## src/hdl/utf8ct_pkg.sv

```systemverilog
`timescale 1ns / 1ps

package utf8ct_pkg;

    localparam int QUEUE_DEPTH = 4;

    localparam logic [7:0] LEAD_D0_BYTE = 8'hD0;
    localparam logic [7:0] LEAD_D1_BYTE = 8'hD1;
    localparam logic [7:0] NO_MAP_CHAR  = 8'h3F;
    localparam logic [7:0] NUL_CHAR     = 8'h00;

    // One queued run: 1..3 characters, c0 goes out first.
    typedef struct packed {
        logic [1:0] len;
        logic [7:0] c0;
        logic [7:0] c1;
        logic [7:0] c2;
    } entry_t;

    typedef struct packed {
        logic   push;
        entry_t data;
    } push_t;

    typedef struct packed {
        logic   avail;
        entry_t head;
    } head_t;

    function automatic entry_t mk(input logic [1:0] n, input logic [7:0] a,
                                  input logic [7:0] b, input logic [7:0] c);
        entry_t e;
        e.len = n;
        e.c0  = a;
        e.c1  = b;
        e.c2  = c;
        return e;
    endfunction

    function automatic entry_t one(input logic [7:0] a);
        return mk(2'd1, a, NUL_CHAR, NUL_CHAR);
    endfunction

    function automatic entry_t two(input logic [7:0] a, input logic [7:0] b);
        return mk(2'd2, a, b, NUL_CHAR);
    endfunction

    // Empty run: hard and soft signs.
    function automatic entry_t none();
        return mk(2'd0, NUL_CHAR, NUL_CHAR, NUL_CHAR);
    endfunction

    // Partner byte of a 0xD0 lead.
    function automatic entry_t map_d0(input logic [7:0] b);
        entry_t e;
        case (b)
            8'h81: e = two("Y", "o");
            8'h90: e = one("A");
            8'h91: e = one("B");
            8'h92: e = one("V");
            8'h93: e = one("G");
            8'h94: e = one("D");
            8'h95: e = one("E");
            8'h96: e = two("Z", "h");
            8'h97: e = one("Z");
            8'h98: e = one("I");
            8'h99: e = one("Y");
            8'h9A: e = one("K");
            8'h9B: e = one("L");
            8'h9C: e = one("M");
            8'h9D: e = one("N");
            8'h9E: e = one("O");
            8'h9F: e = one("P");
            8'hA0: e = one("R");
            8'hA1: e = one("S");
            8'hA2: e = one("T");
            8'hA3: e = one("U");
            8'hA4: e = one("F");
            8'hA5: e = two("K", "h");
            8'hA6: e = two("T", "s");
            8'hA7: e = two("C", "h");
            8'hA8: e = two("S", "h");
            8'hA9: e = mk(2'd3, "S", "c", "h");
            8'hAA: e = none();
            8'hAB: e = one("Y");
            8'hAC: e = none();
            8'hAD: e = one("E");
            8'hAE: e = two("Y", "u");
            8'hAF: e = two("Y", "a");
            8'hB0: e = one("a");
            8'hB1: e = one("b");
            8'hB2: e = one("v");
            8'hB3: e = one("g");
            8'hB4: e = one("d");
            8'hB5: e = one("e");
            8'hB6: e = two("z", "h");
            8'hB7: e = one("z");
            8'hB8: e = one("i");
            8'hB9: e = one("y");
            8'hBA: e = one("k");
            8'hBB: e = one("l");
            8'hBC: e = one("m");
            8'hBD: e = one("n");
            8'hBE: e = one("o");
            8'hBF: e = one("p");
            default: e = one(NO_MAP_CHAR);
        endcase
        return e;
    endfunction

    // Partner byte of a 0xD1 lead.
    function automatic entry_t map_d1(input logic [7:0] b);
        entry_t e;
        case (b)
            8'h80: e = one("r");
            8'h81: e = one("s");
            8'h82: e = one("t");
            8'h83: e = one("u");
            8'h84: e = one("f");
            8'h85: e = two("k", "h");
            8'h86: e = two("t", "s");
            8'h87: e = two("c", "h");
            8'h88: e = two("s", "h");
            8'h89: e = mk(2'd3, "s", "c", "h");
            8'h8A: e = none();
            8'h8B: e = one("y");
            8'h8C: e = none();
            8'h8D: e = one("e");
            8'h8E: e = two("y", "u");
            8'h8F: e = two("y", "a");
            8'h91: e = two("y", "o");
            default: e = one(NO_MAP_CHAR);
        endcase
        return e;
    endfunction

endpackage

```

## src/hdl/utf8ct_in_if.sv

```systemverilog
`timescale 1ns / 1ps

interface utf8ct_in_if;
    logic       valid;
    logic       ready;
    logic [7:0] in_byte;
    logic       end_of_text;

    modport source (output valid, output in_byte, output end_of_text, input ready);
    modport sink   (input valid, input in_byte, input end_of_text, output ready);
endinterface

```

## src/hdl/utf8ct_out_if.sv

```systemverilog
`timescale 1ns / 1ps

interface utf8ct_out_if;
    logic       valid;
    logic       ready;
    logic [7:0] out_char;
    logic       run_last;

    modport source (output valid, output out_char, output run_last, input ready);
    modport sink   (input valid, input out_char, input run_last, output ready);
endinterface

```

## src/hdl/utf8ct_front.sv

```systemverilog
`timescale 1ns / 1ps

module utf8ct_front (
    input  logic               clk,
    input  logic               rst_n,
    utf8ct_in_if.sink          in_item,
    input  logic               q_full,
    output utf8ct_pkg::push_t  push
);

    typedef enum logic [2:0] {
        LEAD_NONE = 3'b001,
        LEAD_D0   = 3'b010,
        LEAD_D1   = 3'b100
    } lead_t;

    lead_t lead_reg;
    lead_t lead_next;
    logic  take;

    assign in_item.ready = !q_full;
    assign take          = in_item.valid && !q_full;

    always_comb
    begin
        lead_next = lead_reg;
        push.push = 1'b0;
        push.data = utf8ct_pkg::one(in_item.in_byte);
        if (take)
        begin
            case (lead_reg)
                LEAD_D0:
                begin
                    lead_next = LEAD_NONE;
                    push.data = utf8ct_pkg::map_d0(in_item.in_byte);
                    push.push = (push.data.len != 2'd0);
                end
                LEAD_D1:
                begin
                    lead_next = LEAD_NONE;
                    push.data = utf8ct_pkg::map_d1(in_item.in_byte);
                    push.push = (push.data.len != 2'd0);
                end
                default:
                begin
                    lead_next = LEAD_NONE;
                    if (in_item.in_byte == utf8ct_pkg::LEAD_D0_BYTE ||
                        in_item.in_byte == utf8ct_pkg::LEAD_D1_BYTE)
                    begin
                        if (in_item.end_of_text)
                        begin
                            // lead with nothing after it
                            push.push = 1'b1;
                            push.data = utf8ct_pkg::one(utf8ct_pkg::NO_MAP_CHAR);
                        end
                        else if (in_item.in_byte == utf8ct_pkg::LEAD_D0_BYTE)
                        begin
                            lead_next = LEAD_D0;
                        end
                        else
                        begin
                            lead_next = LEAD_D1;
                        end
                    end
                    else
                    begin
                        push.push = 1'b1;
                    end
                end
            endcase
        end
    end

    always_ff @(posedge clk or negedge rst_n)
    begin
        if (!rst_n)
        begin
            lead_reg <= LEAD_NONE;
        end
        else
        begin
            lead_reg <= lead_next;
        end
    end

endmodule

```

## src/hdl/utf8ct_queue.sv

```systemverilog
`timescale 1ns / 1ps

module utf8ct_queue #(
    parameter int Depth = utf8ct_pkg::QUEUE_DEPTH
) (
    input  logic               clk,
    input  logic               rst_n,
    input  utf8ct_pkg::push_t  push,
    input  logic               pop,
    output logic               full,
    output utf8ct_pkg::head_t  head
);

    localparam int PtrW = (Depth > 1) ? $clog2(Depth) : 1;
    localparam int CntW = $clog2(Depth + 1);
    localparam logic [PtrW-1:0] LastPtr = PtrW'(Depth - 1);
    localparam logic [CntW-1:0] FullCnt = CntW'(Depth);

    utf8ct_pkg::entry_t mem_reg [Depth];
    logic [PtrW-1:0]    wr_ptr_reg, wr_ptr_next;
    logic [PtrW-1:0]    rd_ptr_reg, rd_ptr_next;
    logic [CntW-1:0]    count_reg,  count_next;
    logic               do_pop;

    assign full       = (count_reg == FullCnt);
    assign head.avail = (count_reg != '0);
    assign head.head  = mem_reg[rd_ptr_reg];
    assign do_pop     = pop && head.avail;

    always_comb
    begin
        wr_ptr_next = wr_ptr_reg;
        rd_ptr_next = rd_ptr_reg;
        count_next  = count_reg;
        if (push.push)
        begin
            wr_ptr_next = (wr_ptr_reg == LastPtr) ? '0 : wr_ptr_reg + 1'b1;
        end
        if (do_pop)
        begin
            rd_ptr_next = (rd_ptr_reg == LastPtr) ? '0 : rd_ptr_reg + 1'b1;
        end
        if (push.push && !do_pop)
        begin
            count_next = count_reg + 1'b1;
        end
        else if (!push.push && do_pop)
        begin
            count_next = count_reg - 1'b1;
        end
    end

    always_ff @(posedge clk or negedge rst_n)
    begin
        if (!rst_n)
        begin
            wr_ptr_reg <= '0;
            rd_ptr_reg <= '0;
            count_reg  <= '0;
        end
        else
        begin
            wr_ptr_reg <= wr_ptr_next;
            rd_ptr_reg <= rd_ptr_next;
            count_reg  <= count_next;
        end
    end

    always_ff @(posedge clk)
    begin
        if (push.push)
        begin
            mem_reg[wr_ptr_reg] <= push.data;
        end
    end

endmodule

```

## src/hdl/utf8ct_back.sv

```systemverilog
`timescale 1ns / 1ps

module utf8ct_back (
    input  logic               clk,
    input  logic               rst_n,
    input  utf8ct_pkg::head_t  q,
    output logic               pop,
    utf8ct_out_if.source       out_item
);

    logic [1:0] idx_reg, idx_next;
    logic       valid_reg, valid_next;
    logic [7:0] char_reg, char_next;
    logic       last_reg, last_next;
    logic       load;
    logic       is_last;
    logic [7:0] cur_char;

    assign out_item.valid    = valid_reg;
    assign out_item.out_char = char_reg;
    assign out_item.run_last = last_reg;

    assign load    = q.avail && (!valid_reg || out_item.ready);
    assign is_last = (idx_reg == (q.head.len - 2'd1));
    assign pop     = load && is_last;

    always_comb
    begin
        case (idx_reg)
            2'd0:    cur_char = q.head.c0;
            2'd1:    cur_char = q.head.c1;
            default: cur_char = q.head.c2;
        endcase
    end

    always_comb
    begin
        idx_next   = idx_reg;
        valid_next = valid_reg;
        char_next  = char_reg;
        last_next  = last_reg;
        if (load)
        begin
            valid_next = 1'b1;
            char_next  = cur_char;
            last_next  = is_last;
            idx_next   = is_last ? 2'd0 : idx_reg + 2'd1;
        end
        else if (out_item.ready)
        begin
            valid_next = 1'b0;
        end
    end

    always_ff @(posedge clk or negedge rst_n)
    begin
        if (!rst_n)
        begin
            idx_reg   <= 2'd0;
            valid_reg <= 1'b0;
        end
        else
        begin
            idx_reg   <= idx_next;
            valid_reg <= valid_next;
        end
    end

    always_ff @(posedge clk)
    begin
        char_reg <= char_next;
        last_reg <= last_next;
    end

endmodule

```

## src/hdl/utf8_cyrillic_translit_core.sv

```systemverilog
// A byte's characters pass through the run queue and then the output register.
// Throughput: one byte per cycle at the input while the run queue is not full, and
// one character per cycle at the output while the output is not stalled; while a
// byte that expands to n characters goes out, the run queue (QueueDepth runs) lets input keep flowing.
// Reset (rst_n low, asynchronous): clears the pending lead, the queue and output valid.
`timescale 1ns / 1ps

module utf8_cyrillic_translit_core #(
    parameter int QueueDepth = utf8ct_pkg::QUEUE_DEPTH
) (
    input  logic          clk,
    input  logic          rst_n,
    utf8ct_in_if.sink     in_item,
    utf8ct_out_if.source  out_item
);

    utf8ct_pkg::push_t push;
    utf8ct_pkg::head_t head;
    logic              q_full;
    logic              pop;

    utf8ct_front u_front (
        .clk     (clk),
        .rst_n   (rst_n),
        .in_item (in_item),
        .q_full  (q_full),
        .push    (push)
    );

    utf8ct_queue #(
        .Depth (QueueDepth)
    ) u_queue (
        .clk   (clk),
        .rst_n (rst_n),
        .push  (push),
        .pop   (pop),
        .full  (q_full),
        .head  (head)
    );

    utf8ct_back u_back (
        .clk      (clk),
        .rst_n    (rst_n),
        .q        (head),
        .pop      (pop),
        .out_item (out_item)
    );

endmodule

```

## src/flat_wrapper.sv

```systemverilog
// flat-port wrapper written by rule: the top's interface ports become plain ports
module utf8_cyrillic_translit_core_flat 
#(
    parameter int QueueDepth = utf8ct_pkg::QUEUE_DEPTH
)
  (clk, rst_n, in_item_valid, in_item_in_byte, in_item_end_of_text, in_item_ready, out_item_valid, out_item_out_char, out_item_run_last, out_item_ready);
  utf8ct_in_if in_item_i ();
  utf8ct_out_if out_item_i ();
  input  logic clk;
  input  logic rst_n;
  input wire logic [$bits(in_item_i.valid)-1:0] in_item_valid;
  input wire logic [$bits(in_item_i.in_byte)-1:0] in_item_in_byte;
  input wire logic [$bits(in_item_i.end_of_text)-1:0] in_item_end_of_text;
  output wire logic [$bits(in_item_i.ready)-1:0] in_item_ready;
  output wire logic [$bits(out_item_i.valid)-1:0] out_item_valid;
  output wire logic [$bits(out_item_i.out_char)-1:0] out_item_out_char;
  output wire logic [$bits(out_item_i.run_last)-1:0] out_item_run_last;
  input wire logic [$bits(out_item_i.ready)-1:0] out_item_ready;
  assign in_item_i.valid = in_item_valid;
  assign in_item_i.in_byte = in_item_in_byte;
  assign in_item_i.end_of_text = in_item_end_of_text;
  assign in_item_ready = in_item_i.ready;
  assign out_item_valid = out_item_i.valid;
  assign out_item_out_char = out_item_i.out_char;
  assign out_item_run_last = out_item_i.run_last;
  assign out_item_i.ready = out_item_ready;
  utf8_cyrillic_translit_core #(.QueueDepth(QueueDepth)) u_core (.clk(clk), .rst_n(rst_n), .in_item(in_item_i), .out_item(out_item_i));
endmodule
```

## config.mk

```make
export PLATFORM = sky130hd
export DESIGN_NAME = utf8_cyrillic_translit_core_flat
export DESIGN_NICKNAME = d
export VERILOG_FILES = /design/src/hdl/utf8ct_pkg.sv /design/src/hdl/utf8ct_in_if.sv /design/src/hdl/utf8ct_out_if.sv /design/src/hdl/utf8ct_front.sv /design/src/hdl/utf8ct_queue.sv /design/src/hdl/utf8ct_back.sv /design/src/hdl/utf8_cyrillic_translit_core.sv /design/src/flat_wrapper.sv
export SDC_FILE = /design/constraint.sdc
export NUM_CORES = 1
export LEC_CHECK = 0
export BUFFER_PORTS_ARGS = -buffer_cell sky130_fd_sc_hd__buf_2
export CORE_ASPECT_RATIO = 1.75
export CORE_UTILIZATION = 31
export DETAILED_ROUTE_END_ITERATION = 8
export PLACE_DENSITY_LB_ADDON = 0.08
export SLEW_MARGIN = 20
export SYNTH_ARGS = -nofsm -noshare
export SYNTH_HDL_FRONTEND = slang
export SYNTH_SLANG_ARGS = --single-unit
```

## constraint.sdc

```tcl
create_clock -name clk -period 7.5 [get_ports clk]
set_clock_uncertainty 0.05 [all_clocks]
set_input_delay 1.5 -clock clk [delete_from_list [all_inputs] [get_ports clk]]
set_output_delay 1.5 -clock clk [all_outputs]
set_load 0.02 [all_outputs]
```

==> summary.txt, run 1 <==
Run status
  • Status: complete, no violations

Floorplan
  • Die height: ~170 um
  • Initial Util: 0.320
  • Die ar.: roughly 17000 um2
  • Chip width: 99.2 um
  • CORE AREA: roughly 16000 um2
  • Num rows: 61
  • # IOs: 24

Placement
  • HPWL after detailed placement: 10.8 mm
  • Port Buffers: 23
  • RD Place Congestion: 0.953

STA
  • Fin crit share: 0.624
  • Hold Slack: 0.451 ns
  • Max Clock Freq: around 210 MHz
  • Final hold viol count: 0
  • Max_slew headroom: 0.364
  • Max-slew violations: 0
  • Minimum clock period: approximately 4.7 ns
  • Setup-failing EPs final: 0
  • Setup TNS: 0 ns
  • Slew @ Worst Pin: about 0.94 ns
  • RSZ-0062 raised after global routing: no

Final layout
  • Filler instances: about 1600
  • Largest register FFs: 64
  • Ratio of cells with drive above 1 in the final layout: 0.174
  • Layout area overhead: 11.0%
  • Antenna Diode Count: 0
  • Post-layout nets: between 400 and 500

Worst setup path
  • Arr. time, crit path: 4.85 ns
  • WP data required: ~7.7 ns
  • Startpoint Class: input port
  • Crit. End Element: flop
  • Kind of critical path: input port to flop
  • Worst-path fanout max: 24

Synthesis
  • FFs w/ async S/R, synth: 0.151
  • Sequential area share after synthesis: 0.492
  • Mapped Area: between 5000 and 6000 um2
  • EDFF count, synth: 73
  • Mean Syn Cell Area: about 11 um2
  • Register bit total from synthesis: 86
  • Post-Syn Instances: between 400 and 500
  • Synthesis warning total: 0
  • Synthesized Nets: 479
  • Synth unique cells: 79
  • Top FF cell, synth: edfxtp_1

Global routing
  • Initial antenna violation count: 0
  • First-pass GRT wire length: roughly 23 mm
  • Vias in the first global route: a little under 4000
  • GRT Util Overall: 0.182
  • Grt total ovfl: 0
  • Largest net degree at the start of global routing: 51

CTS
  • Setup bufs post-CTS: 0
  • H-tree levels: 3
  • CTS sink count: between 80 and 90
  • Clock slew at reported path FFs: around 0.070 ns
  • Clk_lat worst skew: around 0.34 ns
  • Post_cts resized: 0
  • Bufs on Longest Clock Path: 2
  • CTS tree: done
  • CTS Buf Count: 9
  • Post-CTS Hold Buffers: 0
  • Root Buffer: clkbuf_16

Detailed routing
  • Total Wirelength: 14.8 mm
  • DRT iter0 DRCs: about 210
  • Antenna viol nets, final: 0
  • Routed WL per cell: around 22 um
  • Drt first pass iters: 5
  • Post-route DRC: 0
  • Detailed-route via count: around 3900
  • Vias per cell: slightly below 6

Job
  • Max-cap violations: 0

Power
  • Worst VDD drop: roughly 0.00012 V
  • Power per cell area: roughly 310 nW/um2
  • Leak: slightly below 2 nW

Min path
  • HP Class: flop to flop
-- area by class of cell --
| class | count | area (um2) | area share |
|---|---|---|---|
| Clock inverter | 7 | 68.8 | 0.0121 |
| Inverter | 13 | 48.8 | 0.00859 |
| Timing Repair Buffer | 33 | 190 | 0.0335 |
| Clock buffer | 9 | 225 | 0.0396 |
| Sequential cell | 86 | 2520 | 0.443 |
| Multi-Input combinational cell | 324 | 2390 | 0.421 |
| Tap cell | 189 | 236 | 0.0416 |
-- routing by layer --
layer,share of wire,vias up,GRT usage
met5,0,-,0
met3,0.020,41,0.0218
li1,-,1806,-
met1,0.37,1925,0.187
met4,0.070,0,0.134
met2,0.54,107,0.337
-- cells by family after synthesis --
logic type / synth area share
XOR/XNOR: 0.0120
buffers and inverters: 0.0415
flip-flops: 0.492
multiplexers: 0.0784
adder cells (fa/ha/maj): 0.0235
AO/OA/AOI/OAI: 0.176
AND/OR/NAND/NOR: 0.177
-- synthesized netlist by cell type (8+ instances only) --
library cell / instances / share of area
dfrtp_1: 12 / 0.059
o21ai_0: 28 / 0.027
nand2_1: 32 / 0.023
nor2_1: 29 / 0.021
inv_1: 13 / 0.0095
buf_2: 11 / 0.011
a31oi_1: 8 / 0.0098
ha_1: 8 / 0.020
nand2b_1: 8 / 0.0098
nand3_1: 12 / 0.012
nor3_1: 12 / 0.012
clkbuf_1: 15 / 0.011
nor2b_1: 9 / 0.011
a21oi_1: 26 / 0.025
edfxtp_1: 73 / 0.43
mux4_2: 15 / 0.066
-- power by group --
part / leakage, nW / switching [mW] / internal, mW
Combinational: 0.965 / 0.354 / 0.256
Sequential: 0.837 / 0.0461 / 0.664
Clock: 0.147 / 0.199 / 0.236
-- placed cells by master, fill, tap and decap left out, types with 5 or more instances in the layout --
master,synthesis,routed
or3_1,5,5
nand2b_1,8,8
nand2_1,32,32
o22ai_1,7,7
nor4_1,5,5
nand3_1,12,12
o31ai_1,6,5
nor3_1,12,12
clkbuf_16,0,9
a22o_1,7,7
dfrtp_1,12,12
a22oi_1,5,5
inv_1,13,13
o21ai_0,28,28
edfxtp_1,73,73
buf_2,11,23
a21oi_1,26,26
buf_4,0,10
mux4_2,15,15
a31oi_1,8,8
ha_1,8,8
nor2_1,29,29
nor2b_1,9,9
a21o_1,6,6
-- final timing paths --
kind / end / cells past startpoint / slack [ns] / start
worst max-delay path: u_core.u_queue.count_reg[1] / 11 / 2.82 / in_item_in_byte[5]
worst min-delay path: u_core.u_front.lead_reg[0] / 2 / 0.45 / u_core.u_front.lead_reg[0]
worst max register to register: u_core.u_queue.count_reg[2] / 10 / 4.10 / u_core.u_front.lead_reg[2]
worst min register to register: u_core.u_front.lead_reg[0] / 2 / 0.45 / u_core.u_front.lead_reg[0]
max in group asynchronous: u_core.u_front.lead_reg[0] / 1 / 6.09 / rst_n
min in group asynchronous: u_core.u_queue.rd_ptr_reg[0] / 1 / 1.01 / rst_n
-- stage by stage --
stage	utilization	worst slack, ns	power, mW	cell area [um2]	std cells
2_1_floorplan	-	3.22	1.16	5120	457
3_3_place_gp	0.336	2.58	1.34	5390	645
3_5_place_dp	0.336	2.47	1.35	5390	645
4_1_cts	0.355	2.85	1.79	5680	661
5_1_grt	0.355	2.53	1.86	5680	661
6_report	0.355	2.82	1.76	5680	661
-- worst max-delay path: stages --
cell	delay, ns
buf_2	0.35
nand4bb_1	0.49
a221o_1	0.43
a22oi_1	0.47
o21ai_4	0.15
o21bai_2	0.33
a21oi_1	0.14
ha_1	0.24
inv_1	0.07
fa_1	0.40
mux2_2	0.26
(Power assumes the default switching activity.)
==> run 2, diff against run 1 <==
- clock period: 7.5 -> 4.5 ns (I/O delays scaled with it)
==> run 2 against run 1 <==
  * Critical path depth unchanged
  * Hold slack got worse by 0.039 ns
  * First-iteration DRC count increased by 43%
  * Register-to-register slack got worse by 3.0 ns
  * Non-clock buffer count increased by 16
  * Worst setup slack got worse by 2.0 ns
  * Sequential cell count unchanged
  * Utilization increased by 0.66 points
  * Critical endpoint unchanged
==> summary.txt, run 2 (same netlist as run 1, synthesis figures left out) <==
Run status
  • Status: complete, no violations (unchanged)

Final layout
  • Register Area: 2520 um2 (unchanged)
  • Commonest cells after routing, fill and taps aside: edfxtp_1, nand2_1, nor2_1 (unchanged)
  • Layout area overhead: 13.0% (was 11.0%)
  • Area of the multi-input gates: 2390 um2 (unchanged)
  • Largest register FFs: 64 (unchanged)
  • Layout Utilization: 0.361 (was 0.355)
  • Post-layout nets: 505 (was 489)
  • Commonest non-fill, non-tap cell in the layout: edfxtp_1 (unchanged)
  • Filler instances: 1626 (was 1598)
  • Antenna Diode Count: 0 (unchanged)
  • Ratio of cells with drive above 1 in the final layout: 0.199 (was 0.174)

STA
  • Final hold viol count: 0 (unchanged)
  • Slew @ Worst Pin: 0.829 ns (was 0.941 ns)
  • Max Clock Freq: 271 MHz
  • Fin crit share: 0.821
  • RSZ-0062 raised after global routing: no (unchanged)
  • Setup WS post-layout: 0.804 ns (was 2.82 ns)
  • Max_slew headroom: 0.433 (was 0.364)
  • Max-slew violations: 0 (unchanged)
  • Setup-failing EPs final: 0 (unchanged)
  • Setup TNS: 0 ns (unchanged)
  • Minimum clock period: 3.70 ns

Detailed routing
  • Routed WL per cell: 23.0 um (was 22.5 um)
  • Antenna viol nets, final: 0 (unchanged)
  • DRT iter0 DRCs: 298 (was 208)
  • Drt first pass iters: 6 (was 5)
  • Vias per cell: 5.84 (was 5.87)
  • Total Wirelength: 15.6 mm (was 14.8 mm)
  • Post-route DRC: 0 (unchanged)
  • Detailed-route via count: 3954 (was 3879)

CTS
  • Setup bufs post-CTS: 0 (unchanged)
  • CTS sink count: 86 (unchanged)
  • Post-CTS Hold Buffers: 0 (unchanged)
  • CTS tree: done (unchanged)
  • CTS Buf Count: 9 (unchanged)
  • H-tree levels: 3 (unchanged)
  • Post_cts resized: 0 (unchanged)
  • Clock slew at reported path FFs: 0.06 ns (was 0.07 ns)
  • Bufs on Longest Clock Path: 2 (unchanged)
  • Root Buffer: clkbuf_16 (unchanged)
  • Clk_lat worst skew: 0.33 ns (was 0.34 ns)

Floorplan
  • # IOs: 24 (unchanged)
  • Num rows: 61 (unchanged)
  • Initial Util: 0.320 (unchanged)
  • CORE AREA: 16000 um2 (unchanged)
  • Die height: 172 um (unchanged)
  • Chip width: 99.2 um (unchanged)
  • Die ar.: 17100 um2 (unchanged)

Global routing
  • GRT Util Overall: 0.190 (was 0.182)
  • Grt total ovfl: 0 (unchanged)
  • Initial antenna violation count: 0 (unchanged)
  • Vias in the first global route: 4120 (was 3884)
  • First-pass GRT wire length: 24.1 mm (was 22.7 mm)
  • Largest net degree at the start of global routing: 35 (was 51)

Worst setup path
  • Crit. End Element: flop (unchanged)
  • Worst-path fanout max: 34 (was 24)
  • Startpoint Class: input port (unchanged)
  • WP data required: 4.67 ns (was 7.68 ns)
  • Arr. time, crit path: 3.86 ns (was 4.85 ns)
  • Kind of critical path: input port to flop (unchanged)

Min path
  • HP Class: input port to async pin (was flop to flop)

Power
  • Worst VDD drop: 0.000185 V (was 0.000123 V)
  • Final Power: 2.91 mW (was 1.76 mW)
  • Leak: 2.01 nW (was 1.95 nW)
  • Power per cell area: 502 nW/um2 (was 309 nW/um2)

Placement
  • Pre-CTS WS: 0.508 ns (was 2.47 ns)
  • HPWL after detailed placement: 11.5 mm (was 10.8 mm)
  • RD Place Congestion: 0.962 (was 0.953)
  • Port Buffers: 23 (unchanged)

Job
  • Max-cap violations: 0 (unchanged)
[run 2: area by class of cell]
type | count | area share
clock inverter | 7 | 0.00951
tap | 189 | 0.0408
multi-input combinational | 324 | 0.414
inverter | 13 | 0.00843
timing repair buffer | 49 | 0.0536
clock buffer | 9 | 0.0389
sequential | 86 | 0.435
[run 2: through the flow]
stage | area (um2) | hold WS, ns | std cells
detailed placement | 5510 | 0.449 | 661
global placement | 5510 | 0.440 | 661
global route | 5790 | 0.427 | 677
floorplan | 5120 | 0.424 | 457
CTS | 5790 | 0.419 | 677
finish | 5790 | 0.412 | 677
[run 2: worst max-delay path: stages]
cell and delay (ns):
buf_2 0.46, nor2_1 0.20, a221o_1 0.38, a22oi_1 0.48
o21ai_4 0.15, o21bai_2 0.20, a21oi_1 0.10, ha_1 0.24
inv_1 0.08, fa_1 0.40, mux2_2 0.26
[run 2: final timing paths]
kind,start,to,depth (start not counted),slack (ns)
max,in_item_in_byte[2],u_core.u_queue.count_reg[1],11,0.80
min,rst_n,u_core.u_queue.count_reg[0],1,0.41
max reg2reg,u_core.u_front.lead_reg[2],u_core.u_queue.count_reg[2],10,1.10
min reg2reg,u_core.u_front.lead_reg[0],u_core.u_front.lead_reg[0],2,0.45
max in group asynchronous,rst_n,u_core.u_front.lead_reg[0],1,3.70
min in group clk,u_core.u_front.lead_reg[0],u_core.u_front.lead_reg[0],2,0.45
[run 2: where the power goes]
part	switching, mW	leakage (nW)	internal (mW)	total [mW]
sequential	0.0804	0.837	1.11	1.19
combinational	0.594	1.04	0.436	1.03
clock	0.308	0.134	0.380	0.687
total	0.982	2.01	1.92	2.91
[run 2: layer usage]
layer,GRT usage,vias to the layer above,share of wire
met5,0,-,0
met2,0.362,109,0.55
met3,0.0214,41,0.024
li1,-,1839,-
met1,0.194,1965,0.37
met4,0.126,0,0.060
==> run 3, diff against run 2 <==
- clock period: 4.5 -> 3.3 ns (I/O delays scaled with it)
==> run 3 against run 2 <==
  * Combinational power increased by 47%
  * Sequential share of layout area is 3.8 points lower
  * Routed wire length is 3.4% higher
  * Highest routed layer unchanged
  * Design area increased by 9.6%
  * Global-route usage is 0.98 points higher
  * Via count is 5.4% higher
  * Clock-buffer cell count is the same
  * Sequential cell count unchanged
  * Worst setup slack got worse by 0.56 ns
  * Power rose by 42%
  * Register-to-register slack worse by 0.78 ns
==> summary.txt, run 3 (same netlist as run 1, synthesis figures left out) <==
Power
  • Clk pwr share: 0.235 (was 0.237)
  • Int Power: 2.77 mW (was 1.92 mW)
  • Power per cell area: 648 nW/um2 (was 502 nW/um2)
  • P_sw: 1.34 mW (was 0.982 mW)
  • Worst VDD drop: 0.000259 V (was 0.000185 V)
  • Switching Fraction: 0.326 (was 0.338)
  • Final Power: 4.11 mW (was 2.91 mW)
  • Leak: 2.33 nW (was 2.01 nW)
  • Logic pwr share: 0.368 (was 0.355)
  • Register share of total power: 0.397 (was 0.409)

Final layout
  • Post-layout nets: 565 (was 505)
  • Filler instances: 1582 (was 1626)
  • Layout Utilization: 0.396 (was 0.361)
  • Ratio of cells with drive above 1 in the final layout: 0.297 (was 0.199)
  • Layout area overhead: 23.9% (was 13.0%)
  • Commonest non-fill, non-tap cell in the layout: buf_4 (was edfxtp_1)
  • Largest register FFs: 64 (unchanged)
  • Antenna Diode Count: 0 (unchanged)
  • Final Cell Area: 6350 um2 (was 5790 um2)
  • Commonest cells after routing, fill and taps aside: buf_4, edfxtp_1, nand2_1 (was edfxtp_1, nand2_1, nor2_1)

CTS
  • Clk_lat worst skew: 0.34 ns (was 0.33 ns)
  • CTS Buf Count: 9 (unchanged)
  • Post-CTS Hold Buffers: 0 (unchanged)
  • Bufs on Longest Clock Path: 2 (unchanged)
  • Root Buffer: clkbuf_16 (unchanged)
  • Clock slew at reported path FFs: 0.06 ns (about the same)
  • CTS sink count: 86 (unchanged)
  • Setup bufs post-CTS: 0 (unchanged)
  • H-tree levels: 3 (unchanged)
  • CTS tree: done (unchanged)
  • Post_cts resized: 0 (unchanged)

Floorplan
  • Die ar.: 17100 um2 (unchanged)
  • Num rows: 61 (unchanged)
  • CORE AREA: 16000 um2 (unchanged)
  • Chip width: 99.2 um (unchanged)
  • Initial Util: 0.320 (unchanged)
  • Die height: 172 um (unchanged)
  • # IOs: 24 (unchanged)

Placement
  • Pre-CTS WS: -0.196 ns (was 0.508 ns)
  • HPWL after detailed placement: 12.4 mm (was 11.5 mm)
  • Placed cell area: 6060 um2 (was 5510 um2)
  • Port Buffers: 23 (unchanged)
  • RD Place Congestion: 0.969 (was 0.962)

Run status
  • Status: complete, no violations (unchanged)

Global routing
  • GRT Util Overall: 0.200 (was 0.190)
  • Vias in the first global route: 4315 (was 4120)
  • First-pass GRT wire length: 25.0 mm (was 24.1 mm)
  • Grt total ovfl: 0 (unchanged)
  • Initial antenna violation count: 0 (unchanged)
  • Largest net degree at the start of global routing: 18 (was 35)

STA
  • Setup WS post-layout: 0.241 ns (was 0.804 ns)
  • RSZ-0062 raised after global routing: no (unchanged)
  • Max-slew violations: 0 (unchanged)
  • Max_slew headroom: 0.642 (was 0.433)
  • Fin crit share: 0.927
  • Slew @ Worst Pin: 0.524 ns (was 0.829 ns)
  • Minimum clock period: 3.06 ns
  • Setup-failing EPs final: 0 (unchanged)
  • Final hold viol count: 0 (unchanged)
  • Max Clock Freq: between 300 and 400 MHz

Worst setup path
  • Startpoint Class: input port (unchanged)
  • Worst-path fanout max: 17 (was 34)
  • Arr. time, crit path: 3.23 ns (was 3.86 ns)
  • Slowest CP cell: or4b_1 (was a22oi_1)
  • Critical Path Max Stage Delay: 0.55 ns (was 0.48 ns)
  • Crit. End Element: flop (unchanged)
  • Critical path cell sequence: buf_2 > nand2_1 > a311oi_1 > or4b_1 > o21bai_4 > a21oi_2 > ha_2 > inv_1 > fa_1 > mux2_2 (was buf_2 > nor2_1 > a221o_1 > a22oi_1 > o21ai_4 > o21bai_2 > a21oi_1 > ha_1 > inv_1 > fa_1 > mux2_2)
  • WP data required: 3.47 ns (was 4.67 ns)
  • Kind of critical path: input port to flop (unchanged)

Min path
  • HP Class: input port to async pin (unchanged)

Detailed routing
  • Routed WL per cell: 21.9 um (was 23.0 um)
  • Detailed-route via count: 4166 (was 3954)
  • Antenna viol nets, final: 0 (unchanged)
  • Total Wirelength: 16.1 mm (was 15.6 mm)
  • DRT iter0 DRCs: 211 (was 298)
  • Vias per cell: 5.67 (was 5.84)
  • Post-route DRC: 0 (unchanged)
  • Drt first pass iters: 4 (was 6)

Job
  • Max-cap violations: 0 (unchanged)
-- run 3: metal layers --
metal	part of all wire	vias up	global-route usage
met4	0.068	0	0.141
met2	0.55	111	0.379
met3	0.026	58	0.0255
li1	-	1948	-
met1	0.36	2049	0.201
met5	0	-	0
-- run 3: critical path, delay by kind of cell --
family | cells | cell delay, ns
AOI/OAI and AO/OA | 3 | 0.61
adders and majority gates | 2 | 0.57
buffers and inverters | 2 | 0.34
and+or+nand+nor | 2 | 0.77
muxes | 1 | 0.27
-- run 3: cell type report --
cell class | instances | area, um2 | share of cell area
clock buffers | 9 | 225 | 0.0355
clock inverters | 5 | 52.6 | 0.00828
inverters | 13 | 48.8 | 0.00769
multi-input cells | 324 | 2430 | 0.383
flip-flops and latches | 86 | 2520 | 0.397
well taps | 189 | 236 | 0.0373
repair buffers | 109 | 836 | 0.132
-- run 3: stage by stage --
stage                     cells  TNS [ns]  hold WS, ns
after floorplan             457    -0.219        0.314
after global placement      721    -0.264        0.440
after detailed placement    721    -0.336        0.451
after CTS                   735         0        0.167
after global routing        735         0        0.173
final                       735         0        0.168
-- run 3: path summary, 6_finish.rpt --
check / from / endpoint / slack [ns] / cells past startpoint
setup / recovery: in_item_in_byte[1] / u_core.u_queue.count_reg[1] / 0.24 / 10
hold / removal: rst_n / u_core.u_queue.rd_ptr_reg[0] / 0.17 / 1
setup reg to reg: u_core.u_queue.rd_ptr_reg[0] / u_core.u_queue.count_reg[1] / 0.32 / 9
hold reg to reg: u_core.u_front.lead_reg[0] / u_core.u_front.lead_reg[0] / 0.46 / 2
max in group asynchronous: rst_n / u_core.u_front.lead_reg[0] / 2.73 / 1
min in group clk: u_core.u_front.lead_reg[0] / u_core.u_front.lead_reg[0] / 0.46 / 2
-- run 3: power groups by stage --
stage | clock network (mW) | logic (mW) | registers (mW)
after global placement | 0 | 1.54 | 1.65
after detailed placement | 0 | 1.55 | 1.66
after CTS | 0.991 | 1.55 | 1.64
after global routing | 1.03 | 1.66 | 1.67
final | 0.966 | 1.51 | 1.63
after floorplan | 0 | 0.942 | 1.71
